===== src/rtl/u8u16_pkg.sv =====
// constants and types shared by the utf-8 to utf-16 decoder
`default_nettype none

package u8u16_pkg;

    localparam logic [15:0] REPL_UNIT    = 16'hFFFD;
    localparam logic [15:0] HIGH_BASE    = 16'hD800;
    localparam logic [15:0] LOW_BASE     = 16'hDC00;
    localparam logic [15:0] PLANE_OFFSET = 16'h0040;
    localparam logic [15:0] PLANE_LIMIT  = 16'h0400;
    localparam logic [7:0]  CONT_BITS    = 8'h3F;

    // lowest and one past highest value of the first two bytes of a 4-byte form
    localparam logic [20:0] PLANE_LOW  = 21'(PLANE_OFFSET >> 2);
    localparam logic [20:0] PLANE_HIGH = 21'((PLANE_OFFSET + PLANE_LIMIT) >> 2);

    localparam int QUEUE_DEPTH = 4;
    localparam int QPTR_W      = $clog2(QUEUE_DEPTH);

    // one result word
    typedef struct packed {
        logic [15:0] code_unit;
        logic        has_unit;
        logic        end_of_string;
        logic [1:0]  leftover_bytes;
        logic        status;
    } res_t;

endpackage

`default_nettype wire


===== src/rtl/utf8_to_utf16_decoder_unit.sv =====
// utf-8 to utf-16 stream decoder, top level
//
// usage:
//   input channel s_axis_*: one utf-8 byte per word, tlast marks the byte that
//   ends the string. output channel m_axis_*: one utf-16 code unit per word.
//   a 4-byte sequence gives two words (high then low surrogate). malformed
//   input gives 0xFFFD. at end of string the final word carries tlast; if the
//   string ended inside a sequence that word has has_unit 0 and reports the
//   bytes left over, with status 1 when nothing was decoded in the string.
//   results: the words of a byte are written to the queue as it is accepted, and the queue head drives m_axis_*.
//   throughput: one byte per cycle; the decode logic sits between the state
//   registers and a 4-word result queue, so a new byte is taken each cycle
//   while the queue holds at most two words.
//   stall: when m_axis_tready is low the queue fills and s_axis_tready drops
//   once three or more words wait; s_axis_tready does not depend on
//   m_axis_tready combinationally.
//   reset: aresetn low (synchronous) empties the queue and clears the decode
//   state; the next byte starts a new string.
`default_nettype none

module utf8_to_utf16_decoder_unit (
    input  wire logic        aclk,
    input  wire logic        aresetn,
    // input word
    input  wire logic        s_axis_tvalid,
    output logic             s_axis_tready,
    input  wire logic [7:0]  s_axis_tdata,   // [7:0] in_byte
    input  wire logic        s_axis_tlast,   // last_byte
    // result word
    output logic             m_axis_tvalid,
    input  wire logic        m_axis_tready,
    output logic [23:0]      m_axis_tdata,   // [15:0] code_unit, [17:16] leftover_bytes,
                                             // [18] status, [23:19] zero
    output logic [0:0]       m_axis_tuser,   // [0] has_unit
    output logic             m_axis_tlast    // end_of_string
);
    import u8u16_pkg::*;

    // decode state
    logic [20:0] accum_reg, accum_next;
    logic [1:0]  need_reg, need_next;
    logic [1:0]  held_reg, held_next;
    logic        any_reg, any_next;

    // result queue
    res_t              queue_reg [QUEUE_DEPTH];
    logic [QPTR_W-1:0] wr_ptr_reg, wr_ptr_next;
    logic [QPTR_W-1:0] rd_ptr_reg, rd_ptr_next;
    logic [QPTR_W:0]   count_reg, count_next;

    logic        in_fire;
    logic        out_fire;
    logic [1:0]  num_units;
    logic [1:0]  push_n;
    logic [15:0] unit0, unit1;
    res_t        res0, res1;
    logic [2:0]  seq_len;
    logic [20:0] acc_shift;
    logic [10:0] hi_full;
    logic [1:0]  left;
    logic [QPTR_W-1:0] wr_ptr_plus1;

    // ready while at least two queue slots stay free
    assign s_axis_tready = (count_reg <= (QPTR_W+1)'(QUEUE_DEPTH - 2));
    assign in_fire       = s_axis_tvalid && s_axis_tready;
    assign m_axis_tvalid = (count_reg != '0);
    assign out_fire      = m_axis_tvalid && m_axis_tready;
    assign wr_ptr_plus1  = wr_ptr_reg + QPTR_W'(1);

    // byte decode
    always_comb begin
        accum_next = accum_reg;
        need_next  = need_reg;
        held_next  = held_reg;
        any_next   = any_reg;
        num_units  = 2'd0;
        unit0      = '0;
        unit1      = '0;
        seq_len    = 3'(held_reg) + 3'(need_reg);
        acc_shift  = {accum_reg[14:0], s_axis_tdata[5:0] & CONT_BITS[5:0]};
        hi_full    = acc_shift[20:10] - PLANE_OFFSET[10:0];
        left       = 2'd0;
        res0       = '0;
        res1       = '0;

        if (need_reg == 2'd0) begin
            if (s_axis_tdata[7] == 1'b0) begin
                // plain ascii
                num_units = 2'd1;
                unit0     = {8'h00, s_axis_tdata};
            end else if (s_axis_tdata[7:5] == 3'b110) begin
                accum_next = {16'h0, s_axis_tdata[4:0]};
                need_next  = 2'd1;
                held_next  = 2'd1;
            end else if (s_axis_tdata[7:4] == 4'b1110) begin
                accum_next = {17'h0, s_axis_tdata[3:0]};
                need_next  = 2'd2;
                held_next  = 2'd1;
            end else if (s_axis_tdata[7:3] == 5'b11110) begin
                accum_next = {18'h0, s_axis_tdata[2:0]};
                need_next  = 2'd3;
                held_next  = 2'd1;
            end else begin
                // stray continuation or bad lead
                num_units = 2'd1;
                unit0     = REPL_UNIT;
            end
        end else if (s_axis_tdata[7:6] != 2'b10) begin
            // missing continuation, this byte is swallowed
            num_units  = 2'd1;
            unit0      = REPL_UNIT;
            accum_next = '0;
            need_next  = 2'd0;
            held_next  = 2'd0;
        end else begin
            accum_next = acc_shift;
            held_next  = held_reg + 2'd1;
            need_next  = need_reg - 2'd1;
            if (seq_len == 3'd4 && need_next == 2'd2 &&
                (acc_shift < PLANE_LOW || acc_shift >= PLANE_HIGH)) begin
                // 4-byte value outside the supplementary planes
                num_units  = 2'd1;
                unit0      = REPL_UNIT;
                accum_next = '0;
                need_next  = 2'd0;
                held_next  = 2'd0;
            end else if (need_next == 2'd0) begin
                if (seq_len == 3'd4) begin
                    num_units = 2'd2;
                    unit0     = HIGH_BASE | {6'h00, hi_full[9:0]};
                    unit1     = LOW_BASE  | {6'h00, acc_shift[9:0]};
                end else begin
                    num_units = 2'd1;
                    unit0     = acc_shift[15:0];
                end
                accum_next = '0;
                need_next  = 2'd0;
                held_next  = 2'd0;
            end
        end

        if (num_units != 2'd0) begin
            any_next = 1'b1;
        end

        res0.code_unit = unit0;
        res0.has_unit  = 1'b1;
        res1.code_unit = unit1;
        res1.has_unit  = 1'b1;
        push_n         = num_units;

        if (s_axis_tlast) begin
            if (num_units == 2'd2) begin
                res1.end_of_string = 1'b1;
            end else if (num_units == 2'd1) begin
                res0.end_of_string = 1'b1;
            end else begin
                // cut-off tail or nothing open: one closing word
                left                = (need_next != 2'd0) ? held_next : 2'd0;
                res0.code_unit      = '0;
                res0.has_unit       = 1'b0;
                res0.end_of_string  = 1'b1;
                res0.leftover_bytes = left;
                res0.status         = (left != 2'd0) && !any_reg;
                push_n              = 2'd1;
            end
            accum_next = '0;
            need_next  = 2'd0;
            held_next  = 2'd0;
            any_next   = 1'b0;
        end

        if (!in_fire) begin
            accum_next = accum_reg;
            need_next  = need_reg;
            held_next  = held_reg;
            any_next   = any_reg;
            push_n     = 2'd0;
        end
    end

    // queue pointers
    always_comb begin
        wr_ptr_next = wr_ptr_reg + QPTR_W'(push_n);
        rd_ptr_next = rd_ptr_reg + QPTR_W'(out_fire);
        count_next  = count_reg + (QPTR_W+1)'(push_n) - (QPTR_W+1)'(out_fire);
    end

    always_ff @(posedge aclk) begin
        if (!aresetn) begin
            accum_reg  <= '0;
            need_reg   <= '0;
            held_reg   <= '0;
            any_reg    <= 1'b0;
            wr_ptr_reg <= '0;
            rd_ptr_reg <= '0;
            count_reg  <= '0;
        end else begin
            accum_reg  <= accum_next;
            need_reg   <= need_next;
            held_reg   <= held_next;
            any_reg    <= any_next;
            wr_ptr_reg <= wr_ptr_next;
            rd_ptr_reg <= rd_ptr_next;
            count_reg  <= count_next;
        end
    end

    // queue payload, no reset needed
    always_ff @(posedge aclk) begin
        if (push_n != 2'd0) begin
            queue_reg[wr_ptr_reg] <= res0;
        end
        if (push_n == 2'd2) begin
            queue_reg[wr_ptr_plus1] <= res1;
        end
    end

    // head of queue drives the result word
    assign m_axis_tdata = {5'b0,
                           queue_reg[rd_ptr_reg].status,
                           queue_reg[rd_ptr_reg].leftover_bytes,
                           queue_reg[rd_ptr_reg].code_unit};
    assign m_axis_tuser = queue_reg[rd_ptr_reg].has_unit;
    assign m_axis_tlast = queue_reg[rd_ptr_reg].end_of_string;

endmodule

`default_nettype wire


===== config.mk =====
export PLATFORM = sky130hd
export DESIGN_NAME = utf8_to_utf16_decoder_unit
export DESIGN_NICKNAME = d
export VERILOG_FILES = /design/src/rtl/u8u16_pkg.sv /design/src/rtl/utf8_to_utf16_decoder_unit.sv
export SDC_FILE = /design/constraint.sdc
export NUM_CORES = 1
export LEC_CHECK = 0
export ABC_AREA = 1
export BUFFER_PORTS_ARGS = -buffer_cell sky130_fd_sc_hd__buf_4
export CAP_MARGIN = 20
export CORE_UTILIZATION = 50
export CTS_CLUSTER_SIZE = 30
export DETAILED_ROUTE_END_ITERATION = 7
export GPL_ROUTABILITY_DRIVEN = 0
export MAX_ROUTING_LAYER = met4
export PLACE_DENSITY_LB_ADDON = 0.05
export SLEW_MARGIN = 10
export SYNTH_ARGS = -nofsm -noshare
export SYNTH_HDL_FRONTEND = slang
export SYNTH_SLANG_ARGS = --single-unit

===== constraint.sdc =====
create_clock -name aclk -period 9.15 [get_ports aclk]
set_input_delay 2.2875 -clock aclk [delete_from_list [all_inputs] [get_ports aclk]]
set_output_delay 2.2875 -clock aclk [all_outputs]
set_load 0.03 [all_outputs]

---- After elaboration in Yosys (flattened, before gate mapping) ----
Memories as Yosys holds them, arrays and structs flattened. A register that Yosys moved wholly into a read port is not among the register bits.
Index checks and enable logic that the tools add are counted.
storage, ports and cells
  memories ................................ 1
  memory bits (writable) .................. 84
  output and inout port bits .............. 28
  register bits after elaboration ......... 27
  word-level logic and storage cells ...... 116
operators by class
  $lt $le $gt $ge ......................... 3
  muxes and demuxes ....................... 68
  add/subtract/negate cells ............... 9
  reductions and logical operators ........ 17
  equality and inequality tests ........... 11
memory list
  memory     words  width  rd ports  clocked after memory_dff  wr ports  line                              source
  queue_reg  4      21     1         1                         2         utf8_to_utf16_decoder_unit.sv:46  res_t queue_reg [QUEUE_DEPTH];
operators with widths
  operator                 count
  $mux W16                 14
  $mux W15                 9
  $mux W2                  29
  $mux W21                 2
  $ge A21 B9 Y1 const B    1
  $lt A21 B5 Y1 const B    1
  $mux W17                 1
  $mux W1                  12
  $reduce_bool A2 Y1       5
  $sub A10 B7 Y10 const B  1
  $eq A2 B2 Y1 const B     3
  $eq A3 B3 Y1 const B     2
  $eq A5 B5 Y1 const B     1
  $logic_and A1 B1 Y1      5
  $ne A5 B2 Y1 const B     1
  $add A2 B1 Y2 const B    2
  $eq A4 B4 Y1 const B     1
  $logic_not A2 Y1         2
  $add A2 B2 Y3            1
  $add A3 B2 Y3            1
  $le A3 B2 Y1 const B     1
  $mux W3                  1
  $ne A3 B3 Y1 const B     1
  $reduce_and A3 Y1        1
  other kinds (10)         10

---- Longest topological paths before layout ----
  depth after elaboration ................. 15
  mapped depth ............................ 24
  gate-level depth less buffers ........... 23

---- Worst setup path before layout ----
OpenSTA, ideal clock, no wires.
  path kind ............................... in2reg
  start ................................... in s_axis_tdata[4]
  end ..................................... reg count_reg[2]
  cell stages on the path ................. 20
  arrival time ............................ 4,979 ps
  setup time .............................. 121 ps
  buffers on the path ..................... 2
  path slack .............................. 4,050 ps
  path through ............................ nor2_1 > nand2_1 > nand2_1 > nand2_1 > o21bai_2 > buf_4 > nand4_1 > inv_1 > ha_1 > inv_1 > nand2_1 > a21boi_2 > buf_2 > ha_1 > inv_1 > ha_1 > fa_1 > xor2_1 > o21ai_0 > a21oi_1
on the way
  cells in the longest elaborated chain, start to end .. 13
  elaborated cells on any way between the ends .. 21
  those cells by class .................... 2 x add/sub; 2 x order compare; 4 x eq/ne; 11 x mux; 2 x reduce/logical
ends and longest elaborated chain
  element                                                line                                                                 source
  start: declaration                                     utf8_to_utf16_decoder_unit.sv:27                                     input wire logic [7:0] s_axis_tdata,
  $lt A21 B5 Y1 (tied with other cells)                  utf8_to_utf16_decoder_unit.sv:120                                    (acc_shift < PLANE_LOW || acc_shift >= PLANE_HIGH)) begin
  $logic_or A1 B1 Y1 / $mux W1 (equally long branches)   utf8_to_utf16_decoder_unit.sv:120, utf8_to_utf16_decoder_unit.sv:99
  $logic_and A1 B1 Y1 / $mux W1 (equally long branches)  utf8_to_utf16_decoder_unit.sv:119, utf8_to_utf16_decoder_unit.sv:95
  $mux W2 / $mux W1 (equally long branches)              utf8_to_utf16_decoder_unit.sv:119, utf8_to_utf16_decoder_unit.sv:91
  $mux W2 / $mux W1 (equally long branches)              utf8_to_utf16_decoder_unit.sv:108, utf8_to_utf16_decoder_unit.sv:87
  $mux W2 *                                              utf8_to_utf16_decoder_unit.sv:86                                     if (need_reg == 2'd0) begin
  $eq A2 B1 Y1                                           utf8_to_utf16_decoder_unit.sv:155                                    end else if (num_units == 2'd1) begin
  $mux W2                                                utf8_to_utf16_decoder_unit.sv:155
  $mux W2                                                utf8_to_utf16_decoder_unit.sv:153                                    if (num_units == 2'd2) begin
  $mux W2 *                                              utf8_to_utf16_decoder_unit.sv:152                                    if (s_axis_tlast) begin
  $mux W2 *                                              utf8_to_utf16_decoder_unit.sv:173                                    if (!in_fire) begin
  $add A3 B2 Y3 *                                        utf8_to_utf16_decoder_unit.sv:186                                    count_next = count_reg + (QPTR_W+1)'(push_n) - (QPTR_W+1)'(out_fire);
  $sub A3 B1 Y3 *                                        utf8_to_utf16_decoder_unit.sv:186
  end signal: assignment                                 utf8_to_utf16_decoder_unit.sv:205                                    count_reg <= count_next;
  end: declaration                                       utf8_to_utf16_decoder_unit.sv:49                                     logic [QPTR_W:0] count_reg, count_next;
Every way passes the cells marked *; elsewhere a longest branch is shown, timed or not.
A chain may end at the register's enable or synchronous reset.

==> impl_results.md <==
* CTS tree: done
* Clk slew on worst S/H paths at 70 ps
* I/O pins at 41
* WS Path Type: input port to flop
* Tmin final at 6383 ps
* Clock Tree Buf Depth at 2
* Hpwl dp at 11.79 mm
* Final Hold Violating Endpoints at 0
* Row count at 40
* Grt ovf at 0
* Reg area at 2863 um^2
* Hold path depth at 2
* Multi-input logic area at 3055 um^2
* WL final at between 15 and 20 mm
* First-pass GRT wire length at between 20 and 30 mm
* Max VDD drop at 190.7 uV
* Synth-to-layout area growth at 10.53%
* Crit end category: flop
* Status: completed
* Syn avg cell area at ~7.7 um^2
* Postcts setup bufs at 0
* Post-Synthesis Cells at 829
* CTS resizes at 0
* Static leakage at 3.038 nW
* H-tree Lvls at 3
* Ant. Diodes at 0
* Initial antenna violation count at 0
* Overall power at 1.820 mW
* Register area share after synthesis at 44.80%
* Port buffer count at 35
* Chip width at 115.0 um
* Layout fillers at 1138
* Post-Syn Area at 6390 um^2
* Starting Density at 52.33%
* DRT antenna net count at 0
* Max FFs per register at 84
* CTS Buf Count at 9
* Share of layout cells above drive strength 1 at 11.23%
* Number of synthesized flops with an enable pin at 64
* R2R cell count at 16
* Core Area at about 12000 um^2
* RSZ-0062 raised after global routing: false
* Slew @ Worst Pin at 832.8 ps
* Vias after detailed routing at 5780
* Largest net degree at the start of global routing at 53
* Synth Register Bits at approximately 110
* Avg Vias per Cell at 5.700
* Setup TNS at 0 ps
* # DRC at 0
* Pwr Density at 257.6 nW/um^2
* Highest clock rate at 156.7 MHz
* Root buffer cell: clkbuf_16
* Final Max Tran Viols at 0
* Detailed Routing Iterations Pass 1 at 5
* Max cap viols at 0
* Post-synthesis async set-or-reset flop share at 0%
* Rel. slew slack at approximately 44%
* Predominant post-synthesis flop cell: edfxtp_1
* Worst min path class: flop to flop
* Part of the cycle the worst path needs at 69.76%
* Arrival time at the worst endpoint at 6360 ps
* Die H at 115.0 um
* DR WL/cell at around 16 um
* Crit-path max FO at 52
* Tot GR Track Use at 27.20%
* Num Clock Sinks at 111
* Vias in the first global route at around 5200
* Final Setup Violations at 0
* Cts hold-fix bufs at 0
* Library cells used by synthesis at 41
* Worst skew pair latency at 360 ps
* Initial DRC count at 558
* Synth warn at 0
* Setup crit start kind: input port
* Nets at 870
* Data required time of the worst path at 9130 ps
* Die ar. at 13240 um^2
* Clk_skew at 10.75 ps
worst max-delay path, cell delays in order:
cell and delay, ps:
buf_4 130, nor2_1 150, nand2_1 70, nand2_1 70, nand2_1 60, o21bai_2 390, nand4_1 530, inv_1 400
ha_1 230, nor2_1 60, nor2_1 130, nand2_2 140, inv_2 600, nand4_2 360, nand2_1 730
logic make-up (layout without fill, tap and decap cells):
| kind of cell | Yosys count | count (layout) | synth area share, % |
|---|---|---|---|
| AND/OR/NAND/NOR | 429 | 429 | 29.90 |
| AO/OA/AOI/OAI | 157 | 157 | 13.45 |
| flip-flops | 111 | 111 | 44.80 |
| buffers and inverters | 110 | 123 | 7.734 |
| adder cells (fa/ha/maj) | 16 | 16 | 3.368 |
| XOR/XNOR | 5 | 5 | 0.6853 |
| other | 1 | 5 | 0.05869 |
report_power, final:
part / total (mW) / internal (mW) / leakage, nW / switching (mW)
clock: 0.423 / 0.241 / 0.160 / 0.182
combinational: 0.742 / 0.234 / 1.92 / 0.507
sequential: 0.655 / 0.619 / 0.957 / 0.0364
total: 1.82 / 1.09 / 3.04 / 0.725
per-stage QoR:
step | std cells | worst slack, ps | instance area, um^2 | utilization, % | hold WS, ps
after floorplan | 833 | 4050 | 6405 | - | 423.6
after global placement | 995 | 2627 | 6679 | 54.69 | 444.5
after detailed placement | 996 | 2298 | 6706 | 54.92 | 443.4
after CTS | 1012 | 2667 | 7028 | 57.55 | 462.9
after global routing | 1014 | 2372 | 7063 | 57.84 | 494.1
final | 1014 | 2767 | 7063 | 57.84 | 461.5
cell type report:
type | instances | area share, %
Tap cell | 168 | 2.976
Multi-Input combinational cell | 612 | 43.26
Timing Repair Buffer | 43 | 5.137
Clock buffer | 9 | 3.189
Inverter | 64 | 3.543
Sequential cell | 111 | 40.53
Clock inverter | 7 | 1.364
final timing paths:
| kind | from | end | slack [ps] |
|---|---|---|---|
| worst max-delay path | s_axis_tdata[4] | queue_reg[2][13] | 2770 |
| worst min register to register | queue_reg[1][4] | queue_reg[1][4] | 460 |
| worst max register to register | need_reg[0] | queue_reg[2][13] | 3860 |
| worst min-delay path | queue_reg[1][4] | queue_reg[1][4] | 460 |
routing by layer:
layer | vias to the layer above | part of all wire (%) | track usage (%)
li1 | 2841 | - | -
met1 | 2645 | 46 | 36.95
met2 | 262 | 44 | 40.16
met3 | 32 | 7.9 | 4.481
met4 | 0 | 2.2 | 11.60
met5 | - | 0 | -
cells in the final DEF (no fill, tap or decap), drive strengths merged, types with 4 or more instances in the layout:
cell type  synthesis  routed
a21oi             44      44
buf               25      43
clkbuf            21       9
clkinv             1       5
conb               1       5
dfxtp             47      47
edfxtp            64      64
ha                14      14
inv               63      64
nand2            230     230
nand3             40      40
nand4             54      54
nor2              99      99
o21ai             76      76
o22ai             30      30
or2                5       5
xnor2              4       4
Yosys cell counts (2+ instances only):
cell	n	area share (%)
nand2_1	221	13
nor2_1	92	5.4
o21ai_0	74	5.8
edfxtp_1	64	30
inv_1	55	3.2
nand4_1	52	5.1
dfxtp_1	47	15
a21oi_1	42	3.3
nand3_1	39	3.1
o22ai_1	30	2.9
clkbuf_1	21	1.2
ha_1	14	2.7
buf_2	12	0.94
buf_4	7	0.82
nand2_4	6	1.1
nor2_2	6	0.59
buf_6	4	0.70
inv_2	4	0.23
inv_4	4	0.39
or2_2	4	0.39
xnor2_1	4	0.55
nand2_2	3	0.29
a21oi_2	2	0.27
buf_1	2	0.12
fa_1	2	0.63
nand4_2	2	0.39
o211ai_1	2	0.23
No activity file was read; power rests on OpenSTA's default activity.
